===== config.mk =====
export PLATFORM = sky130hd
export DESIGN_NAME = rendezvous_slot_predictor
export DESIGN_NICKNAME = d
export VERILOG_FILES = /design/src/sv/rsp_pkg.sv /design/src/sv/rsp_mod_unit.sv /design/src/sv/rendezvous_slot_predictor.sv
export SDC_FILE = /design/constraint.sdc
export NUM_CORES = 1
export LEC_CHECK = 0
export BUFFER_PORTS_ARGS = -buffer_cell sky130_fd_sc_hd__buf_2
export CORE_UTILIZATION = 25
export CTS_BUF_LIST = sky130_fd_sc_hd__clkbuf_2 sky130_fd_sc_hd__clkbuf_4 sky130_fd_sc_hd__clkbuf_8
export CTS_CLUSTER_DIAMETER = 200
export DETAILED_ROUTE_END_ITERATION = 6
export SLEW_MARGIN = 20
export SYNTH_ARGS = -nofsm -noshare
export SYNTH_HDL_FRONTEND = slang
export SYNTH_HIERARCHICAL = 1
export SYNTH_SLANG_ARGS = --single-unit
export TNS_END_PERCENT = 1

===== constraint.sdc =====
create_clock -name clk -period 9.7 [get_ports clk]
set_input_delay 0.485 -clock clk [delete_from_list [all_inputs] [get_ports clk]]
set_output_delay 0.485 -clock clk [all_outputs]
set_load 0.02 [all_outputs]

===== src/sv/rsp_pkg.sv =====
// ----------------------------------------------------------------------------
// rsp_pkg
// Shared constants for the rendezvous slot predictor: field widths, parameter
// defaults, register indexes, register reset values and arithmetic widths.
// ----------------------------------------------------------------------------
package rsp_pkg;

    // Fixed field widths
    localparam int SLOT_IN_BITS  = 31;
    localparam int SLOT_OUT_BITS = 32;
    localparam int PERIOD_BITS   = 20;

    // Parameter defaults
    localparam int PRIME_BITS_DEF = 10;
    localparam int SLOT_BITS_DEF  = 32;

    // Configuration register indexes
    localparam int  CFG_IDX_BITS   = 1;
    localparam logic [CFG_IDX_BITS-1:0] CFG_OWN_FIRST  = 1'b0;
    localparam logic [CFG_IDX_BITS-1:0] CFG_OWN_SECOND = 1'b1;

    // Register reset values
    localparam int OWN_FIRST_RESET  = 37;
    localparam int OWN_SECOND_RESET = 43;

    // Width of the signed difference and correction arithmetic
    localparam int CALC_BITS = 34;

    // Bit-serial operand register length
    localparam int SER_BITS = 33;

endpackage


===== src/sv/rsp_mod_unit.sv =====
// ----------------------------------------------------------------------------
// rsp_mod_unit
// Shared modular step: optionally doubles the running remainder, adds an
// addend and reduces both results below the modulus.
// ----------------------------------------------------------------------------
module rsp_mod_unit #(
    parameter int WIDTH = 20
) (
    input  logic [WIDTH-1:0] rem,
    input  logic [WIDTH-1:0] addend,
    input  logic [WIDTH-1:0] modulus,
    input  logic             dbl,
    output logic [WIDTH-1:0] result
);

    logic [WIDTH:0] shifted;
    logic [WIDTH:0] reduced;
    logic [WIDTH:0] summed;
    logic [WIDTH:0] mod_ext;

    // Both operands stay below the modulus, so each reduction needs one
    // compare and subtract.
    always_comb
    begin
        mod_ext = {1'b0, modulus};
        shifted = dbl ? {rem, 1'b0} : {1'b0, rem};
        reduced = (shifted >= mod_ext) ? (shifted - mod_ext) : shifted;
        summed  = reduced + {1'b0, addend};
        if (summed >= mod_ext)
        begin
            summed = summed - mod_ext;
        end
        result = summed[WIDTH-1:0];
    end

endmodule


===== src/sv/rendezvous_slot_predictor.sv =====
// ----------------------------------------------------------------------------
// rendezvous_slot_predictor
// Predicts the first common awake slot with a newly heard neighbour for each
// of the four own/neighbour prime combinations of a prime-pair wake schedule.
//
// Usage:
//   One input word on s_* carries the neighbour beacon and the local slot
//   count. Each input word produces four output words on m_*, one per
//   combination in the order (own first, nbr first), (own first, nbr second),
//   (own second, nbr first), (own second, nbr second); m_tlast marks the
//   fourth. s_tready is high only while the block is idle.
//   The primes are written through the cfg_* port; the user must write them
//   only while idle, since the block itself does not enforce this.
// Operation:
//   Each combination runs on one shared modular add/reduce unit and one small
//   multiplier; the inverse search steps through candidates below the searched
//   prime m. A combination with a zero prime goes straight from setup to the
//   output register.
//   Each result sits in the output register until m_tready; the block waits
//   there while the receiver stalls and resumes when the word is taken.
// Reset: rst_n clears the control state and loads primes 37 and 43.
// ----------------------------------------------------------------------------
module rendezvous_slot_predictor
    import rsp_pkg::*;
#(
    parameter int PRIME_BITS = PRIME_BITS_DEF,
    parameter int SLOT_BITS  = SLOT_BITS_DEF
) (
    input  logic clk,
    input  logic rst_n,

    // Configuration write port
    input  logic                    cfg_wr_en,
    input  logic [CFG_IDX_BITS-1:0] cfg_index,
    input  logic [PRIME_BITS-1:0]   cfg_wdata,

    // Input stream
    input  logic                    s_tvalid,
    output logic                    s_tready,
    // s_tdata: own_slot_number, nbr_prime_first, nbr_prime_second,
    //          nbr_slot_number, zero fill
    input  logic [((2*SLOT_IN_BITS+2*PRIME_BITS+7)/8)*8-1:0] s_tdata,
    // s_tuser: is_request
    input  logic                    s_tuser,

    // Output stream
    output logic                    m_tvalid,
    input  logic                    m_tready,
    // m_tdata: rendezvous_slot, rendezvous_period, zero fill
    output logic [((SLOT_OUT_BITS+PERIOD_BITS+7)/8)*8-1:0] m_tdata,
    // m_tuser: pair_valid, listen_first
    output logic [1:0]              m_tuser,
    // m_tlast: last_of_run
    output logic                    m_tlast
);

    localparam int W2     = 2 * PRIME_BITS;
    localparam int SLOT_W = (SLOT_BITS < SLOT_OUT_BITS) ? SLOT_BITS : SLOT_OUT_BITS;
    localparam int M_DW   = ((SLOT_OUT_BITS+PERIOD_BITS+7)/8)*8;
    localparam int NP1_LO = SLOT_IN_BITS;
    localparam int NP2_LO = SLOT_IN_BITS + PRIME_BITS;
    localparam int NSL_LO = SLOT_IN_BITS + 2*PRIME_BITS;

    typedef enum logic [3:0] {
        ST_IDLE,
        ST_ALIGN,
        ST_PREP,
        ST_SETUP,
        ST_AMOD,
        ST_SEARCH,
        ST_MULP,
        ST_MODMUL,
        ST_FIX,
        ST_TMOD,
        ST_FIN,
        ST_EMIT
    } state_t;

    state_t state_reg;

    // Configuration registers
    logic [PRIME_BITS-1:0] own_first_reg;
    logic [PRIME_BITS-1:0] own_second_reg;

    // Captured input word
    logic [SLOT_IN_BITS-1:0] own_slot_reg;
    logic [PRIME_BITS-1:0]   nbr_first_reg;
    logic [PRIME_BITS-1:0]   nbr_second_reg;
    logic                    request_reg;
    logic [SLOT_IN_BITS:0]   diff_reg;

    // Aligned offset
    logic                    listen_reg;
    logic                    c0_zero_reg;
    logic [SLOT_IN_BITS-1:0] c_reg;

    // Per-combination working registers
    logic [1:0]            combo_reg;
    logic [PRIME_BITS-1:0] a_reg;
    logic [PRIME_BITS-1:0] m_reg;
    logic [W2-1:0]         prod_b_reg;
    logic [PRIME_BITS-1:0] amod_reg;
    logic [PRIME_BITS-1:0] k_reg;
    logic [W2-1:0]         p_reg;
    logic [W2-1:0]         rem_reg;
    logic [SER_BITS-1:0]   sh_reg;
    logic [5:0]            cnt_reg;

    // Result register
    logic [SLOT_W-1:0] slot_reg;
    logic              found_reg;

    // Shared unit and multiplier
    logic [W2-1:0]         unit_addend;
    logic [W2-1:0]         unit_mod;
    logic                  unit_dbl;
    logic [W2-1:0]         unit_res;
    logic [PRIME_BITS-1:0] mul_x;
    logic [PRIME_BITS-1:0] mul_y;
    logic [W2-1:0]         mul_res;

    // Combination selection
    logic [PRIME_BITS-1:0] b0_sel;
    logic [PRIME_BITS-1:0] b1_sel;

    // Correction arithmetic
    logic [SLOT_IN_BITS-1:0] c0_val;
    logic [CALC_BITS-1:0]    t_val;
    logic [CALC_BITS-1:0]    first_val;
    logic [CALC_BITS-1:0]    fin_val;
    logic [W2-1:0]           target;
    logic                    ser_bit;

    rsp_mod_unit #(
        .WIDTH (W2)
    ) u_mod_unit (
        .rem     (rem_reg),
        .addend  (unit_addend),
        .modulus (unit_mod),
        .dbl     (unit_dbl),
        .result  (unit_res)
    );

    assign ser_bit = sh_reg[SER_BITS-1];
    assign b0_sel  = combo_reg[1] ? own_second_reg : own_first_reg;
    assign b1_sel  = combo_reg[0] ? nbr_second_reg : nbr_first_reg;
    assign target  = (m_reg == PRIME_BITS'(1)) ? '0 : W2'(1);
    assign c0_val  = c0_zero_reg ? '0 : c_reg;
    assign mul_res = W2'(mul_x) * W2'(mul_y);

    always_comb
    begin
        if (state_reg == ST_SETUP)
        begin
            mul_x = b0_sel;
            mul_y = b1_sel;
        end
        else
        begin
            mul_x = a_reg;
            mul_y = k_reg;
        end
    end

    always_comb
    begin
        unit_dbl    = 1'b1;
        unit_mod    = prod_b_reg;
        unit_addend = W2'(ser_bit);
        case (state_reg)
            ST_AMOD:
            begin
                unit_mod = W2'(m_reg);
            end
            ST_SEARCH:
            begin
                unit_mod    = W2'(m_reg);
                unit_dbl    = 1'b0;
                unit_addend = W2'(amod_reg);
            end
            ST_MODMUL:
            begin
                unit_addend = ser_bit ? p_reg : '0;
            end
            default:
            begin
                unit_addend = W2'(ser_bit);
            end
        endcase
    end

    // t = own - first, where first = r - c0; negative t means first is
    // already past the local slot.
    assign t_val     = CALC_BITS'(own_slot_reg) + CALC_BITS'(c0_val) - CALC_BITS'(rem_reg);
    assign first_val = CALC_BITS'(rem_reg) - CALC_BITS'(c0_val);
    assign fin_val   = CALC_BITS'(own_slot_reg) + CALC_BITS'(prod_b_reg)
                     - CALC_BITS'(rem_reg);

    always_ff @(posedge clk or negedge rst_n)
    begin
        if (!rst_n)
        begin
            state_reg      <= ST_IDLE;
            own_first_reg  <= PRIME_BITS'(OWN_FIRST_RESET);
            own_second_reg <= PRIME_BITS'(OWN_SECOND_RESET);
            combo_reg      <= '0;
            cnt_reg        <= '0;
        end
        else
        begin
            if (cfg_wr_en)
            begin
                case (cfg_index)
                    CFG_OWN_FIRST:  own_first_reg  <= cfg_wdata;
                    CFG_OWN_SECOND: own_second_reg <= cfg_wdata;
                    default:        own_first_reg  <= own_first_reg;
                endcase
            end

            case (state_reg)
                ST_IDLE:
                begin
                    if (s_tvalid)
                    begin
                        own_slot_reg   <= s_tdata[SLOT_IN_BITS-1:0];
                        nbr_first_reg  <= s_tdata[NP1_LO +: PRIME_BITS];
                        nbr_second_reg <= s_tdata[NP2_LO +: PRIME_BITS];
                        request_reg    <= s_tuser;
                        diff_reg       <= {1'b0, s_tdata[SLOT_IN_BITS-1:0]}
                                        - {1'b0, s_tdata[NSL_LO +: SLOT_IN_BITS]};
                        state_reg      <= ST_ALIGN;
                    end
                end

                ST_ALIGN:
                begin
                    if (request_reg && (diff_reg[SLOT_IN_BITS] || diff_reg == '0))
                    begin
                        diff_reg <= diff_reg + 1'b1;
                    end
                    else if (!request_reg && !diff_reg[SLOT_IN_BITS] && diff_reg != '0)
                    begin
                        diff_reg <= diff_reg - 1'b1;
                    end
                    state_reg <= ST_PREP;
                end

                ST_PREP:
                begin
                    listen_reg  <= !diff_reg[SLOT_IN_BITS] && (diff_reg != '0);
                    c0_zero_reg <= !diff_reg[SLOT_IN_BITS];
                    if (diff_reg[SLOT_IN_BITS])
                    begin
                        c_reg <= SLOT_IN_BITS'(-diff_reg);
                    end
                    else
                    begin
                        c_reg <= diff_reg[SLOT_IN_BITS-1:0];
                    end
                    combo_reg <= '0;
                    state_reg <= ST_SETUP;
                end

                ST_SETUP:
                begin
                    prod_b_reg <= mul_res;
                    a_reg      <= c0_zero_reg ? b0_sel : b1_sel;
                    m_reg      <= c0_zero_reg ? b1_sel : b0_sel;
                    rem_reg    <= '0;
                    sh_reg     <= {(c0_zero_reg ? b0_sel : b1_sel),
                                   {(SER_BITS-PRIME_BITS){1'b0}}};
                    cnt_reg    <= 6'(PRIME_BITS);
                    if (b0_sel == '0 || b1_sel == '0)
                    begin
                        // A zero product never yields a valid slot.
                        found_reg <= 1'b0;
                        slot_reg  <= '0;
                        state_reg <= ST_EMIT;
                    end
                    else
                    begin
                        state_reg <= ST_AMOD;
                    end
                end

                ST_AMOD:
                begin
                    sh_reg  <= {sh_reg[SER_BITS-2:0], 1'b0};
                    cnt_reg <= cnt_reg - 1'b1;
                    if (cnt_reg == 6'd1)
                    begin
                        amod_reg  <= unit_res[PRIME_BITS-1:0];
                        rem_reg   <= '0;
                        k_reg     <= '0;
                        state_reg <= ST_SEARCH;
                    end
                    else
                    begin
                        rem_reg <= unit_res;
                    end
                end

                ST_SEARCH:
                begin
                    // rem_reg holds (a * k) mod m for the current k.
                    if (rem_reg == target)
                    begin
                        state_reg <= ST_MULP;
                    end
                    else if (k_reg == m_reg - 1'b1)
                    begin
                        found_reg <= 1'b0;
                        slot_reg  <= '0;
                        state_reg <= ST_EMIT;
                    end
                    else
                    begin
                        k_reg   <= k_reg + 1'b1;
                        rem_reg <= unit_res;
                    end
                end

                ST_MULP:
                begin
                    p_reg     <= mul_res;
                    rem_reg   <= '0;
                    sh_reg    <= {c_reg, {(SER_BITS-SLOT_IN_BITS){1'b0}}};
                    cnt_reg   <= 6'(SLOT_IN_BITS);
                    state_reg <= ST_MODMUL;
                end

                ST_MODMUL:
                begin
                    rem_reg <= unit_res;
                    sh_reg  <= {sh_reg[SER_BITS-2:0], 1'b0};
                    cnt_reg <= cnt_reg - 1'b1;
                    if (cnt_reg == 6'd1)
                    begin
                        state_reg <= ST_FIX;
                    end
                end

                ST_FIX:
                begin
                    found_reg <= 1'b1;
                    if (t_val[CALC_BITS-1])
                    begin
                        slot_reg  <= first_val[SLOT_W-1:0];
                        state_reg <= ST_EMIT;
                    end
                    else
                    begin
                        rem_reg   <= '0;
                        sh_reg    <= t_val[SER_BITS-1:0];
                        cnt_reg   <= 6'(SER_BITS);
                        state_reg <= ST_TMOD;
                    end
                end

                ST_TMOD:
                begin
                    rem_reg <= unit_res;
                    sh_reg  <= {sh_reg[SER_BITS-2:0], 1'b0};
                    cnt_reg <= cnt_reg - 1'b1;
                    if (cnt_reg == 6'd1)
                    begin
                        state_reg <= ST_FIN;
                    end
                end

                ST_FIN:
                begin
                    // Smallest slot above own_slot that is congruent to first.
                    slot_reg  <= fin_val[SLOT_W-1:0];
                    state_reg <= ST_EMIT;
                end

                ST_EMIT:
                begin
                    if (m_tready)
                    begin
                        if (combo_reg == 2'd3)
                        begin
                            state_reg <= ST_IDLE;
                        end
                        else
                        begin
                            combo_reg <= combo_reg + 1'b1;
                            state_reg <= ST_SETUP;
                        end
                    end
                end

                default:
                begin
                    state_reg <= ST_IDLE;
                end
            endcase
        end
    end

    assign s_tready = (state_reg == ST_IDLE);
    assign m_tvalid = (state_reg == ST_EMIT);
    assign m_tlast  = (combo_reg == 2'd3);
    assign m_tuser  = {listen_reg, found_reg};
    assign m_tdata  = M_DW'({PERIOD_BITS'(prod_b_reg), SLOT_OUT_BITS'(slot_reg)});

endmodule

==> impl_metrics.env <==
export IMPL_status="completed"
export IMPL_grt_pass1_wl_um=137000
export IMPL_wl_per_cell_um=18.3
export IMPL_cp_common_cell="a21oi_1"
export IMPL_fin_crit_ns=8.95
export IMPL_worstPathMaxFanout=20
export IMPL_worst_slack_ns=0.750
export IMPL_worstSkewPairLatency_ns=0.71
export IMPL_r2r_slack_ns=0.75
export IMPL_grt_util_met2=0.250
export IMPL_dieWidth_um=345
export IMPL_antenna_found_initial=8
export IMPL_final_antenna_net_count=0
export IMPL_worst_r2r_endpoint="rem_reg[6]"
export IMPL_tns_ns=0
export IMPL_cts_resized_gates=0
export IMPL_synth_top_flop_cell="edfxtp_1"
export IMPL_fin_hold_ws_ns=0.0513
export IMPL_fin_crit_sh=0.923
export IMPL_htreeDepth=2
export IMPL_worst_slew_pin_slew_ns=1.07
export IMPL_crit_path_max_incr_delay_ns=0.45
export IMPL_die_y_um=345
export IMPL_via_per_inst=4.87
export IMPL_synth_edf_count=283
export IMPL_dp_cells=4782
export IMPL_clock_sinks=315
export IMPL_ys_seq_area_frac=0.317
export IMPL_leakagePower_nw=14.5
export IMPL_port_buffers=155
export IMPL_cp_data_required_time_ns=10.10
export IMPL_hold_path_depth=2
export IMPL_ys_top_cells_by_count="inv_1 (342), edfxtp_1 (283), ha_1 (278)"
export IMPL_syn_area_per_cell_sq_um=9.32
export IMPL_synth_mux_area_frac=0.0457
export IMPL_synth_area_leader_cell="edfxtp_1"
export IMPL_grt_pass1_vias=23400
export IMPL_ctsLongestPathBuffers=3
export IMPL_drt_iter0_drc=1483
export IMPL_synthArstFlopShare=0.102
export IMPL_r2r_start="state_reg[3]"
export IMPL_cts_root_buffer="clkbuf_8"
export IMPL_start_util=0.253
export IMPL_cts_tree="built"
export IMPL_hold_end="own_second_reg[1]"
export IMPL_worstSetupPathType="reg -> reg"
export IMPL_grt_use_met3=0.0245
export IMPL_syn_inst=3155
export IMPL_pre_cts_ws_ns=0.966
export IMPL_synth_top_family_by_area="adder cells"
export IMPL_dp_hpwl_um=72600
export IMPL_drc_errors=0
export IMPL_drive_gt1_frac=0.116
export IMPL_final_max_slew_viol_count=0
export IMPL_synth_xor_xnor_area_share=0.0718
export IMPL_clkTransAtPathRegs_ns=0.06
export IMPL_fin_cells=4930
export IMPL_ys_seq_elements=315
export IMPL_yosys_area_top_type_share=0.289
export IMPL_final_nets=3847
export IMPL_grt_use_met1=0.193
export IMPL_multi_input_area_sq_um=18500
export IMPL_hold_violations=0
export IMPL_track_usage=0.150
export IMPL_core_area_sq_um=116000
export IMPL_power_total_mw=7.44
export IMPL_largest_reg_flops=33
export IMPL_min_delay_path_class="in -> reg"
export IMPL_slew_limit_headroom=0.282
export IMPL_cp_start_kind="flip-flop"
export IMPL_synth_warnings=6
export IMPL_finalSetupViolations=0
export IMPL_gr_total_overflow=0
export IMPL_routed_wl_um=90400
export IMPL_p_per_area_nw_per_um2=221
export IMPL_dieArea_sq_um=119000
export IMPL_grt_max_degree=53
export IMPL_ir_drop_v=0.000189
export IMPL_synth_compound_area_frac=0.185
export IMPL_syn2layout_area_growth_pct=14.7
export IMPL_netlist_area_sq_um=29400
export IMPL_grt_busiest_layer="met2"
export IMPL_synth_simple_area_share=0.133
export IMPL_end_kind="flip-flop"
export IMPL_via_count=24000
export IMPL_num_rows=125
export IMPL_crit_slowest_cell="mux2_2"
export IMPL_max_cap_violations=0
export IMPL_register_area_sq_um=9310
export IMPL_rsz0062_at_grt="false"
export IMPL_skew_ns=0.0618
export IMPL_numCtsBuffers=55
export IMPL_crit_arrival_ns=9.35
export IMPL_synth_most_common_cell="inv_1"
export IMPL_dr_pass1_iters=6
export IMPL_ys_top_cells_by_area="edfxtp_1 (29%), ha_1 (12%), fa_1 (7.4%)"
export IMPL_io_pins=166
export IMPL_rr_worst_depth=33
export IMPL_synth_cell_type_count=86
export IMPL_min_delay_start="cfg_wdata[1]"
export IMPL_max_freq_mhz=112
export IMPL_synthAdderAreaFrac=0.192
export IMPL_gp_congestion=0.919
export IMPL_fillers=12300
## stage by stage
| step | utilization | area, sq um |
|---|---|---|
| after CTS | 0.290 | 33700 |
| final | 0.290 | 33700 |
| after global routing | 0.290 | 33700 |
| after floorplan | - | 29400 |
| after detailed placement | 0.275 | 32100 |
| after global placement | 0.275 | 32000 |
## worst max-delay path: cells and delay by family (launching register included)
family | cells | cell delay, ns
compound gates | 18 | 4.43
mux | 3 | 1.23
fa+ha+maj | 3 | 0.96
simple gates | 5 | 0.85
buf+inv | 3 | 0.65
flops | 1 | 0.32
xor+xnor | 1 | 0.16
## power breakdown
| group | internal, mW | switching, mW | total, mW |
|---|---|---|---|
| registers | 1.66 | 0.184 | 1.85 |
| clock network | 0.787 | 0.631 | 1.42 |
| logic | 1.91 | 2.26 | 4.18 |
## layer usage
layer  vias to the layer above  routed length (um)
li1                      11800                   -
met1                     11500               39700
met2                       634               42500
met3                       116                4890
met4                         6                3270
met5                         -                  32
## worst max path at each step
stage | end | cells past startpoint | slack [ns] | from
4_1_cts | rem_reg[9] | 33 | 0.89 | state_reg[3]
3_5_place_dp | rem_reg[9] | 33 | 0.97 | state_reg[3]
5_1_grt | rem_reg[9] | 34 | 0.18 | state_reg[3]
3_3_place_gp | rem_reg[6] | 33 | 0.83 | state_reg[3]
6_report | rem_reg[6] | 33 | 0.75 | state_reg[3]
2_1_floorplan | rem_reg[8] | 36 | 1.61 | state_reg[2]
## timing repair
item	4_1_cts	5_1_grt
hold buffers	41	0
hold endpoints to repair	71	0
setup buffers	0	0
## final cells by class
type / count / share of cell area
multi-input combinational: 2413 / 0.549
sequential: 315 / 0.276
tap: 1524 / 0.0566
timing repair buffer: 228 / 0.0429
inverter: 343 / 0.0382
clock buffer: 62 / 0.0244
clock inverter: 38 / 0.0123
antenna: 7 / 0.000520
## cell usage in the layout, fill, tap and decap left out, drive strengths merged, types with 60 or more instances in the layout
master  netlist  final
inv         342    343
edfxtp      283    283
ha          278    278
nor2        240    240
nand2       218    218
o21ai       201    201
a21oi       197    197
buf          20    187
xnor2       163    163
fa          108    108
a21o         79     79
xor2         78     78
mux2         66     66
nor3         62     62
clkbuf       67     62
mux2i        60     60
## kinds of logic after synthesis
logic type,after synthesis
fa+ha+maj,387
buf+inv,430
other cells,1
simple gates,817
flops,315
mux,126
xor+xnor,241
compound gates,838
Power figures use the tool's default switching activity.
